File: src/hdl/ace_pkg.sv
// shared types, constants and codes of the apdu chaining engine
package ace_pkg;

  localparam int unsigned CHAINED_CAPACITY_DEF = 4096;

  // input actions
  localparam logic [1:0] ACT_START    = 2'd0;
  localparam logic [1:0] ACT_MSG_BYTE = 2'd1;
  localparam logic [1:0] ACT_RSP_BYTE = 2'd2;
  localparam logic [1:0] ACT_RSP_END  = 2'd3;

  // result kinds
  localparam logic [1:0] KIND_FRAME   = 2'd0;
  localparam logic [1:0] KIND_PAYLOAD = 2'd1;
  localparam logic [1:0] KIND_STATUS  = 2'd2;

  // status codes
  localparam logic [2:0] ST_ACKED    = 3'd0;
  localparam logic [2:0] ST_COMPLETE = 3'd1;
  localparam logic [2:0] ST_GETRSP   = 3'd2;
  localparam logic [2:0] ST_BAD_CFG  = 3'd3;
  localparam logic [2:0] ST_LINK     = 3'd4;
  localparam logic [2:0] ST_BAD_SW   = 3'd5;
  localparam logic [2:0] ST_TOO_LONG = 3'd6;

  // register indexes
  localparam logic REG_MAX_TX = 1'b0;
  localparam logic REG_MAX_RX = 1'b1;

  // apdu bytes
  localparam logic [7:0] CLA_LAST  = 8'h80;
  localparam logic [7:0] CLA_CHAIN = 8'h90;
  localparam logic [7:0] INS_XFER  = 8'h20;
  localparam logic [7:0] INS_GET   = 8'hC0;
  localparam logic [7:0] SW1_MORE  = 8'h61;
  localparam logic [7:0] SW1_OK    = 8'h90;
  localparam logic [7:0] BYTE_ZERO = 8'h00;

  // room for up to seven results per item
  localparam int unsigned MAX_RES = 7;

  typedef struct packed {
    logic [1:0] kind;
    logic [7:0] data;
    logic       last;
    logic [2:0] status;
  } res_t;

  // one work entry between front and back
  typedef struct packed {
    logic [2:0]           count;
    res_t [MAX_RES-1:0]   res;
  } job_t;

  typedef enum logic [3:0] {
    PH_IDLE     = 4'b0001,
    PH_COLLECT  = 4'b0010,
    PH_WAIT_CHK = 4'b0100,
    PH_WAIT_GET = 4'b1000
  } phase_e;

  function automatic res_t mk(logic [1:0] k, logic [7:0] b, logic l, logic [2:0] s);
    res_t r;
    r.kind = k;
    r.data = b;
    r.last = l;
    r.status = s;
    return r;
  endfunction

endpackage

File: src/hdl/apdu_chaining_engine_top.sv
// Top level of the apdu chaining engine. One input transfer is taken per cycle while
// the two-entry job queue has room; each item yields up to six output transfers,
// sent one per cycle by the back serializer while the output is ready, so sustained
// rate is set by the results per item; items with no result take no queue entry.
module apdu_chaining_engine_top #(
  parameter int unsigned ChainedCapacity = ace_pkg::CHAINED_CAPACITY_DEF
) (
  input  logic        clk_i,
  input  logic        rst_ni,
  input  logic        cfg_we_i,
  input  logic        cfg_idx_i,
  input  logic [7:0]  cfg_data_i,
  input  logic        s_axis_tvalid,
  output logic        s_axis_tready,
  input  logic [31:0] s_axis_tdata,  // data_byte, message_length, transport_ok, zeros
  input  logic [1:0]  s_axis_tuser,  // action
  output logic        m_axis_tvalid,
  input  logic        m_axis_tready,
  output logic [7:0]  m_axis_tdata,  // out_byte
  output logic        m_axis_tlast,  // out_last
  output logic [4:0]  m_axis_tuser   // out_kind, status
);
  import ace_pkg::*;

  logic jv, jr;
  job_t job;
  res_t res;

  ace_front #(.ChainedCapacity(ChainedCapacity)) u_front (
    .clk_i, .rst_ni, .cfg_we_i, .cfg_idx_i, .cfg_data_i,
    .in_valid_i(s_axis_tvalid), .in_ready_o(s_axis_tready),
    .action_i(s_axis_tuser), .data_byte_i(s_axis_tdata[7:0]),
    .message_length_i(s_axis_tdata[23:8]), .transport_ok_i(s_axis_tdata[24]),
    .job_valid_o(jv), .job_ready_i(jr), .job_o(job)
  );

  ace_back u_back (
    .clk_i, .rst_ni, .job_valid_i(jv), .job_ready_o(jr), .job_i(job),
    .out_valid_o(m_axis_tvalid), .out_ready_i(m_axis_tready), .out_res_o(res)
  );

  assign m_axis_tdata = res.data;
  assign m_axis_tlast = res.last;
  assign m_axis_tuser = {res.status, res.kind};

endmodule

File: src/hdl/ace_front.sv
// front part: model state, classifies each item into a batch of results
module ace_front #(
  parameter int unsigned ChainedCapacity = ace_pkg::CHAINED_CAPACITY_DEF
) (
  input  logic            clk_i,
  input  logic            rst_ni,
  input  logic            cfg_we_i,
  input  logic            cfg_idx_i,
  input  logic [7:0]      cfg_data_i,
  input  logic            in_valid_i,
  output logic            in_ready_o,
  input  logic [1:0]      action_i,
  input  logic [7:0]      data_byte_i,
  input  logic [15:0]     message_length_i,
  input  logic            transport_ok_i,
  output logic            job_valid_o,
  input  logic            job_ready_i,
  output ace_pkg::job_t   job_o
);
  import ace_pkg::*;

  localparam int unsigned CntW = $clog2(ChainedCapacity + 1);

  logic [7:0] max_tx_q, max_rx_q;
  phase_e     phase_q, phase_d;
  logic [15:0] total_q, total_d, sent_q, sent_d;
  logic [7:0] left_q, left_d;
  logic       lastc_q, lastc_d;
  logic [7:0] h0_q, h0_d, h1_q, h1_d;
  logic [1:0] hcnt_q, hcnt_d;
  logic [CntW-1:0] ccnt_q, ccnt_d;
  job_t       job;
  logic       fire;

  assign in_ready_o  = job_ready_i;
  assign fire        = in_valid_i && in_ready_o;
  assign job_valid_o = fire && (job.count != 3'd0);
  assign job_o       = job;

  // item classification, mirrors the chaining protocol
  always_comb begin
    logic [15:0] rem;
    logic [7:0]  chunk;
    logic        lc;
    logic [7:0]  le;
    logic        ok;
    logic        sc;
    logic [2:0]  n;
    phase_d = phase_q;
    total_d = total_q;
    sent_d  = sent_q;
    left_d  = left_q;
    lastc_d = lastc_q;
    h0_d    = h0_q;
    h1_d    = h1_q;
    hcnt_d  = hcnt_q;
    ccnt_d  = ccnt_q;
    job     = '0;
    n       = 3'd0;
    sc      = 1'b0;
    rem     = '0;
    chunk   = '0;
    lc      = 1'b0;
    le      = '0;
    ok      = 1'b0;
    unique case (action_i)
      ACT_START: begin
        hcnt_d  = 2'd0;
        ccnt_d  = '0;
        sent_d  = '0;
        total_d = message_length_i;
        if (max_tx_q == 8'd0 || max_rx_q == 8'd0 || message_length_i == 16'd0) begin
          phase_d = PH_IDLE;
          job.res[0] = mk(KIND_STATUS, BYTE_ZERO, 1'b1, ST_BAD_CFG);
          n = 3'd1;
        end else begin
          sc = 1'b1;
        end
      end
      ACT_MSG_BYTE: begin
        if (phase_q == PH_COLLECT) begin
          sent_d = sent_q + 16'd1;
          left_d = (left_q != 8'd0) ? left_q - 8'd1 : left_q;
          job.res[0] = mk(KIND_FRAME, data_byte_i, 1'b0, ST_ACKED);
          n = 3'd1;
          if (left_d == 8'd0) begin
            job.res[1] = mk(KIND_FRAME, max_rx_q, 1'b1, ST_ACKED);
            n = 3'd2;
            phase_d = PH_WAIT_CHK;
            hcnt_d = 2'd0;
          end
        end
      end
      ACT_RSP_BYTE: begin
        if (phase_q == PH_WAIT_CHK || phase_q == PH_WAIT_GET) begin
          if (hcnt_q == 2'd0) begin
            h0_d = data_byte_i;
            hcnt_d = 2'd1;
          end else if (hcnt_q == 2'd1) begin
            h1_d = data_byte_i;
            hcnt_d = 2'd2;
          end else begin
            h0_d = h1_q;
            h1_d = data_byte_i;
            if (!(phase_q == PH_WAIT_CHK && !lastc_q)) begin
              if (ccnt_q >= CntW'(ChainedCapacity)) begin
                phase_d = PH_IDLE;
                hcnt_d = 2'd0;
                job.res[0] = mk(KIND_STATUS, BYTE_ZERO, 1'b1, ST_TOO_LONG);
              end else begin
                ccnt_d = ccnt_q + CntW'(1);
                job.res[0] = mk(KIND_PAYLOAD, h0_q, 1'b0, ST_ACKED);
              end
              n = 3'd1;
            end
          end
        end
      end
      default: begin
        if (phase_q == PH_WAIT_CHK || phase_q == PH_WAIT_GET) begin
          ok = (h0_q == SW1_OK) && (h1_q == BYTE_ZERO);
          n = 3'd1;
          if (!transport_ok_i || hcnt_q != 2'd2) begin
            phase_d = PH_IDLE;
            hcnt_d = 2'd0;
            job.res[0] = mk(KIND_STATUS, BYTE_ZERO, 1'b1, ST_LINK);
          end else if (phase_q == PH_WAIT_CHK && !lastc_q) begin
            if (!ok) begin
              phase_d = PH_IDLE;
              hcnt_d = 2'd0;
              job.res[0] = mk(KIND_STATUS, BYTE_ZERO, 1'b1, ST_BAD_SW);
            end else begin
              hcnt_d = 2'd0;
              job.res[0] = mk(KIND_STATUS, BYTE_ZERO, 1'b0, ST_ACKED);
              sc = 1'b1;
            end
          end else if (ok) begin
            phase_d = PH_IDLE;
            hcnt_d = 2'd0;
            job.res[0] = mk(KIND_STATUS, BYTE_ZERO, 1'b1, ST_COMPLETE);
          end else if (h0_q == SW1_MORE) begin
            le = (h1_q == 8'd0 || h1_q > max_rx_q) ? max_rx_q : h1_q;
            job.res[0] = mk(KIND_STATUS, BYTE_ZERO, 1'b0, ST_GETRSP);
            job.res[1] = mk(KIND_FRAME, BYTE_ZERO, 1'b0, ST_ACKED);
            job.res[2] = mk(KIND_FRAME, INS_GET, 1'b0, ST_ACKED);
            job.res[3] = mk(KIND_FRAME, BYTE_ZERO, 1'b0, ST_ACKED);
            job.res[4] = mk(KIND_FRAME, BYTE_ZERO, 1'b0, ST_ACKED);
            job.res[5] = mk(KIND_FRAME, le, 1'b1, ST_ACKED);
            n = 3'd6;
            phase_d = PH_WAIT_GET;
            hcnt_d = 2'd0;
          end else begin
            phase_d = PH_IDLE;
            hcnt_d = 2'd0;
            job.res[0] = mk(KIND_STATUS, BYTE_ZERO, 1'b1, ST_BAD_SW);
          end
        end
      end
    endcase
    // chunk header, appended after any status already queued
    if (sc) begin
      rem = total_d - sent_d;
      if (max_tx_q == 8'd0 || rem == 16'd0) begin
        phase_d = PH_IDLE;
        hcnt_d = 2'd0;
        job.res[n] = mk(KIND_STATUS, BYTE_ZERO, 1'b1, ST_BAD_CFG);
        n = n + 3'd1;
      end else begin
        chunk = (rem < {8'd0, max_tx_q}) ? rem[7:0] : max_tx_q;
        lc = ({8'd0, chunk} == rem);
        lastc_d = lc;
        left_d = chunk;
        phase_d = PH_COLLECT;
        job.res[n]        = mk(KIND_FRAME, lc ? CLA_LAST : CLA_CHAIN, 1'b0, ST_ACKED);
        job.res[n + 3'd1] = mk(KIND_FRAME, INS_XFER, 1'b0, ST_ACKED);
        job.res[n + 3'd2] = mk(KIND_FRAME, total_d[15:8], 1'b0, ST_ACKED);
        job.res[n + 3'd3] = mk(KIND_FRAME, total_d[7:0], 1'b0, ST_ACKED);
        job.res[n + 3'd4] = mk(KIND_FRAME, chunk, 1'b0, ST_ACKED);
        n = n + 3'd5;
      end
    end
    job.count = n;
  end

  // configuration registers
  always_ff @(posedge clk_i or negedge rst_ni) begin
    if (!rst_ni) begin
      max_tx_q <= 8'd255;
      max_rx_q <= 8'd255;
    end else if (cfg_we_i) begin
      if (cfg_idx_i == REG_MAX_TX) max_tx_q <= cfg_data_i;
      else                         max_rx_q <= cfg_data_i;
    end
  end

  // protocol state
  always_ff @(posedge clk_i or negedge rst_ni) begin
    if (!rst_ni) begin
      phase_q <= PH_IDLE;
      total_q <= '0;
      sent_q  <= '0;
      left_q  <= '0;
      lastc_q <= 1'b0;
      h0_q    <= '0;
      h1_q    <= '0;
      hcnt_q  <= '0;
      ccnt_q  <= '0;
    end else if (fire) begin
      phase_q <= phase_d;
      total_q <= total_d;
      sent_q  <= sent_d;
      left_q  <= left_d;
      lastc_q <= lastc_d;
      h0_q    <= h0_d;
      h1_q    <= h1_d;
      hcnt_q  <= hcnt_d;
      ccnt_q  <= ccnt_d;
    end
  end

endmodule

File: src/hdl/ace_back.sv
// back part: job queue and serializer of results onto the output stream
module ace_back (
  input  logic           clk_i,
  input  logic           rst_ni,
  input  logic           job_valid_i,
  output logic           job_ready_o,
  input  ace_pkg::job_t  job_i,
  output logic           out_valid_o,
  input  logic           out_ready_i,
  output ace_pkg::res_t  out_res_o
);
  import ace_pkg::*;

  localparam int unsigned Depth = 2;

  job_t       mem_q [Depth];
  logic       wp_q, rp_q;
  logic [1:0] cnt_q;
  logic [2:0] idx_q;
  logic       push, pop, take;

  assign job_ready_o = (cnt_q < 2'(Depth)) || pop;
  assign push        = job_valid_i && job_ready_o;
  assign out_valid_o = cnt_q != 2'd0;
  assign out_res_o   = mem_q[rp_q].res[idx_q];
  assign take        = out_valid_o && out_ready_i;
  assign pop         = take && (idx_q + 3'd1 == mem_q[rp_q].count);

  // queue storage
  always_ff @(posedge clk_i) begin
    if (push) mem_q[wp_q] <= job_i;
  end

  // queue pointers and serializer index
  always_ff @(posedge clk_i or negedge rst_ni) begin
    if (!rst_ni) begin
      wp_q  <= 1'b0;
      rp_q  <= 1'b0;
      cnt_q <= '0;
      idx_q <= '0;
    end else begin
      if (push) wp_q <= ~wp_q;
      if (pop) begin
        rp_q  <= ~rp_q;
        idx_q <= '0;
      end else if (take) begin
        idx_q <= idx_q + 3'd1;
      end
      cnt_q <= cnt_q + 2'(push) - 2'(pop);
    end
  end

endmodule

File: config.mk
export PLATFORM = sky130hd
export DESIGN_NAME = apdu_chaining_engine_top
export DESIGN_NICKNAME = d
export VERILOG_FILES = /design/src/hdl/ace_pkg.sv /design/src/hdl/apdu_chaining_engine_top.sv /design/src/hdl/ace_front.sv /design/src/hdl/ace_back.sv
export SDC_FILE = /design/constraint.sdc
export NUM_CORES = 1
export LEC_CHECK = 0
export BUFFER_PORTS_ARGS = -buffer_cell sky130_fd_sc_hd__buf_4
export CAP_MARGIN = 20
export CORE_UTILIZATION = 55
export CTS_BUF_LIST = sky130_fd_sc_hd__clkbuf_8
export DETAILED_ROUTE_END_ITERATION = 8
export MAX_ROUTING_LAYER = met4
export PLACE_DENSITY = 0.75
export SYNTH_ARGS = -nofsm -noshare
export SYNTH_HDL_FRONTEND = slang
export SYNTH_SLANG_ARGS = --single-unit
File: constraint.sdc
create_clock -name clk_i -period 8.2 [get_ports clk_i]
set_input_delay 0.41 -clock clk_i [delete_from_list [all_inputs] [get_ports clk_i]]
set_output_delay 0.41 -clock clk_i [all_outputs]
set_load 0.005 [all_outputs]
==> results.ini <==
[status]
status=finished clean

[yosys]
synth.ff_latch_count=245
synthCells=1285
synth_area_mm2=0.01359
syn_area_per_cell_um2=10.57
synth_edf_count=146
synth_ff_type=edfxtp_1
async_flop_share=0.4041
synth.yosys.warnings=0
synth_cell_type_count=78
synth_seq_area_share=0.5065

[setup_path]
critical_path.most_common_cell=nand2_1
r2r_start=u_front.phase_q[2]
cp_slowest_cell=and2_2
r2r_end=u_back.mem_q[1][41]
cp.required_ps=8440
path_cells=or4b_1 -> nor2_1 -> nand2_1 -> nor2_1 -> and3_1 -> and2_1 -> nand2_1 -> xnor2_1 -> nand2_1 -> ha_1 -> and2_1 -> a221o_1 -> nor2b_1 -> nor3_1 -> a22oi_1 -> a32oi_2 -> nand4b_2 -> o21ai_4 -> xnor2_1 -> o31ai_4 -> and2_2 -> buf_4
critPathCapture=u_back.mem_q[1][41]
startpoint_type=flip-flop
crit_start=u_front.phase_q[2]
crit_fanout=32
worstPathArrival_ps=6980
reg2reg_depth=22
cpPeakStageDelay_ps=740
critPathKind=reg2reg
endpoint_kind=flip-flop
r2r_slack_ps=1460

[global_routing]
grt-ovfl-total=0
grt_pass1_vias=10270
grt_max_degree=74
antenna_found_initial=1
track_usage=0.2978
grt_pass1_wl_um=56780

[drt]
drc=0
vias=10470
dr.pass1.iters=5
avgRoutedWirePerCell_um=20.92
drtIter0Drc=1049
vias_per_cell=6.129
routed_wl_um=35760
drtAntennaViolNets=0

[clock_tree]
cts.htree.levels=2
post-cts-setup-buffers=0
cts_tree=built
clock_sinks=245
ctsResizeCount=0
insertion_delay_ps=560
cts-root-buf=clkbuf_8
clk_pin_slew_worst_paths_ps=60
clock_path_buffers=3
cts-buffers-inserted=41

[finish]
final-seq-area_mm2=0.006884
fin_util=0.6262
layout-drive-gt1-share=0.1496
syn_to_final_growth_pct=11.74
final_area_mm2=0.01518
multi_input_area_mm2=0.006290
nets=1442
fillCellCount=1954

[timing]
tns_ps=0
finalSetupViolations=0
slew_headroom=0.2639
tightest_slew_ps=1095
period_share=0.8224
finalMaxSlewViolations=0
layout_min_cycle_time_ps=6744
rsz0062_at_grt=no
finClkSkew_ps=29.95
fmax_mhz=148.3
hold_viol_final=0

[place]
io_buffers=56
hpwl_um=25620
gp_congestion=0.9731
place_area_mm2=0.01438

[floorplanning]
core_mm2=0.02425
boundaryPins=64
die_x_um=159.2
start_util=0.5604
dieArea_mm2=0.02534
rows=57
die_y_um=159.2

[power_and_ir_drop]
power_leakage_uw=0.006264
max-vdd-ir-drop_mv=0.1853
powerDensity_mw_per_mm2=327.0

[run]
drv_cap=0

[hold_path]
holdCritPathClass=in2reg

[cell usage after synthesis (14+ instances only)]
cell type  instances  area (um2)
ha_1              42       525.5
inv_1             59       221.5
mux2i_1           59       590.6
clkbuf_1          50       187.7
nor4_1            16       100.1
nor3_1            30       150.1
mux4_2            21       473.0
mux2_2            23       259.0
dfrtp_1           82        2052
o22ai_1           18       112.6
xor2_1            22       192.7
nand3_1           21       105.1
a21oi_1           70       350.3
nor2_1           104       390.4
nand2_1          148       555.5
dfstp_2           17       446.7
o21ai_0           99       495.5
nand4_1           14       87.58
edfxtp_1         146        4384
xnor2_1           27       236.5
[what timing repair did]
action / 4_1_cts / 5_1_grt
hold buffers: 1 / 0
endpoints found under the setup margin: 0 / 0
hold endpoints to repair: 37 / 0
[sequential cells by signal, summed over array words and instances (netlist names), 3 cells and up]
register	cells
u_back.mem_q	146
u_front.total_q	16
u_front.h1_q	8
u_front.phase_q	4
u_front.left_q	8
u_front.ccnt_q	13
u_front.max_tx_q	8
u_front.h0_q	8
u_back.idx_q	3
u_front.sent_q	16
u_front.max_rx_q	8
[layout by cell type (no fill, tap or decap), types with 10 or more instances in the layout]
master / n
dfrtp_1: 81
ha_1: 42
mux2_2: 23
mux2i_1: 59
clkbuf_8: 44
or3_1: 10
buf_4: 74
xor2_1: 22
and3_1: 12
o21a_1: 11
o21ai_0: 99
mux4_2: 21
nor3_1: 30
nand2_1: 147
inv_1: 80
nor2_1: 104
dfstp_2: 17
nor2b_1: 11
nand2b_1: 10
nand3_1: 21
and2_1: 10
nand4_1: 14
xnor2_1: 27
nor4_1: 16
edfxtp_1: 146
o22ai_1: 18
conb_1: 10
a21oi_1: 70
[layout make-up]
cell class | count | area share
clock inverters | 32 | 0.01244
well taps | 324 | 0.02670
multi-input cells | 928 | 0.4143
flip-flops and latches | 245 | 0.4534
diodes | 1 | 0.0001648
inverters | 59 | 0.01459
repair buffers | 76 | 0.03857
clock buffers | 44 | 0.03988
[how the worst min path moves through the flow]
stage                                endpoint  slack, ps           from  cells after the start
after detailed placement    u_front.ccnt_q[8]        420         rst_ni                      1
final                     u_front.max_tx_q[4]         70  cfg_data_i[4]                      3
after global placement      u_front.ccnt_q[8]        410         rst_ni                      1
after CTS                 u_front.max_tx_q[4]         50  cfg_data_i[4]                      3
after floorplan               u_back.cnt_q[0]        110         rst_ni                      0
after global routing      u_front.max_tx_q[5]         80  cfg_data_i[5]                      3
[power by group]
part	internal [uW]	switching, uW
combinational	867	1260
sequential	1580	214
clock	561	484
[layer usage]
layer | GRT usage | vias to the layer above | share of wire
met5 | - | - | 0
met4 | 0.1267 | 0 | 0.042
met3 | 0.04402 | 97 | 0.066
met2 | 0.4627 | 381 | 0.46
met1 | 0.3924 | 5109 | 0.43
li1 | - | 4887 | -
[worst max-delay path, delay by kind of cell (launching register included)]
family,cells,cell delay [ps]
buf+inv,1,360
xor+xnor,2,340
simple gates,13,3550
compound gates,5,1320
flops,1,410
fa+ha+maj,1,430
[cells by family (layout without fill, tap and decap cells)]
logic type | after synthesis | in the layout | synth area share
flip-flops | 245 | 245 | 0.5065
buffers and inverters | 121 | 211 | 0.03389
adder cells (fa/ha/maj) | 43 | 43 | 0.04015
other | 1 | 11 | 0.0002760
XOR/XNOR | 49 | 49 | 0.03158
AO/OA/AOI/OAI | 306 | 306 | 0.1448
AND/OR/NAND/NOR | 417 | 417 | 0.1455
multiplexers | 103 | 103 | 0.09733
[through the flow]
step                      std cells  power (uW)  setup WS [ps]  hold WS [ps]
final                          1709        4965           1456         74.71
after global routing           1709        5288          943.3         82.47
after CTS                      1708        4978           1457         49.13
after detailed placement       1631        3918           1506         415.9
after global placement         1631        3855           1669         411.9
after floorplan                1294        3267           1211         114.4
Power figures use the tool's default switching activity.
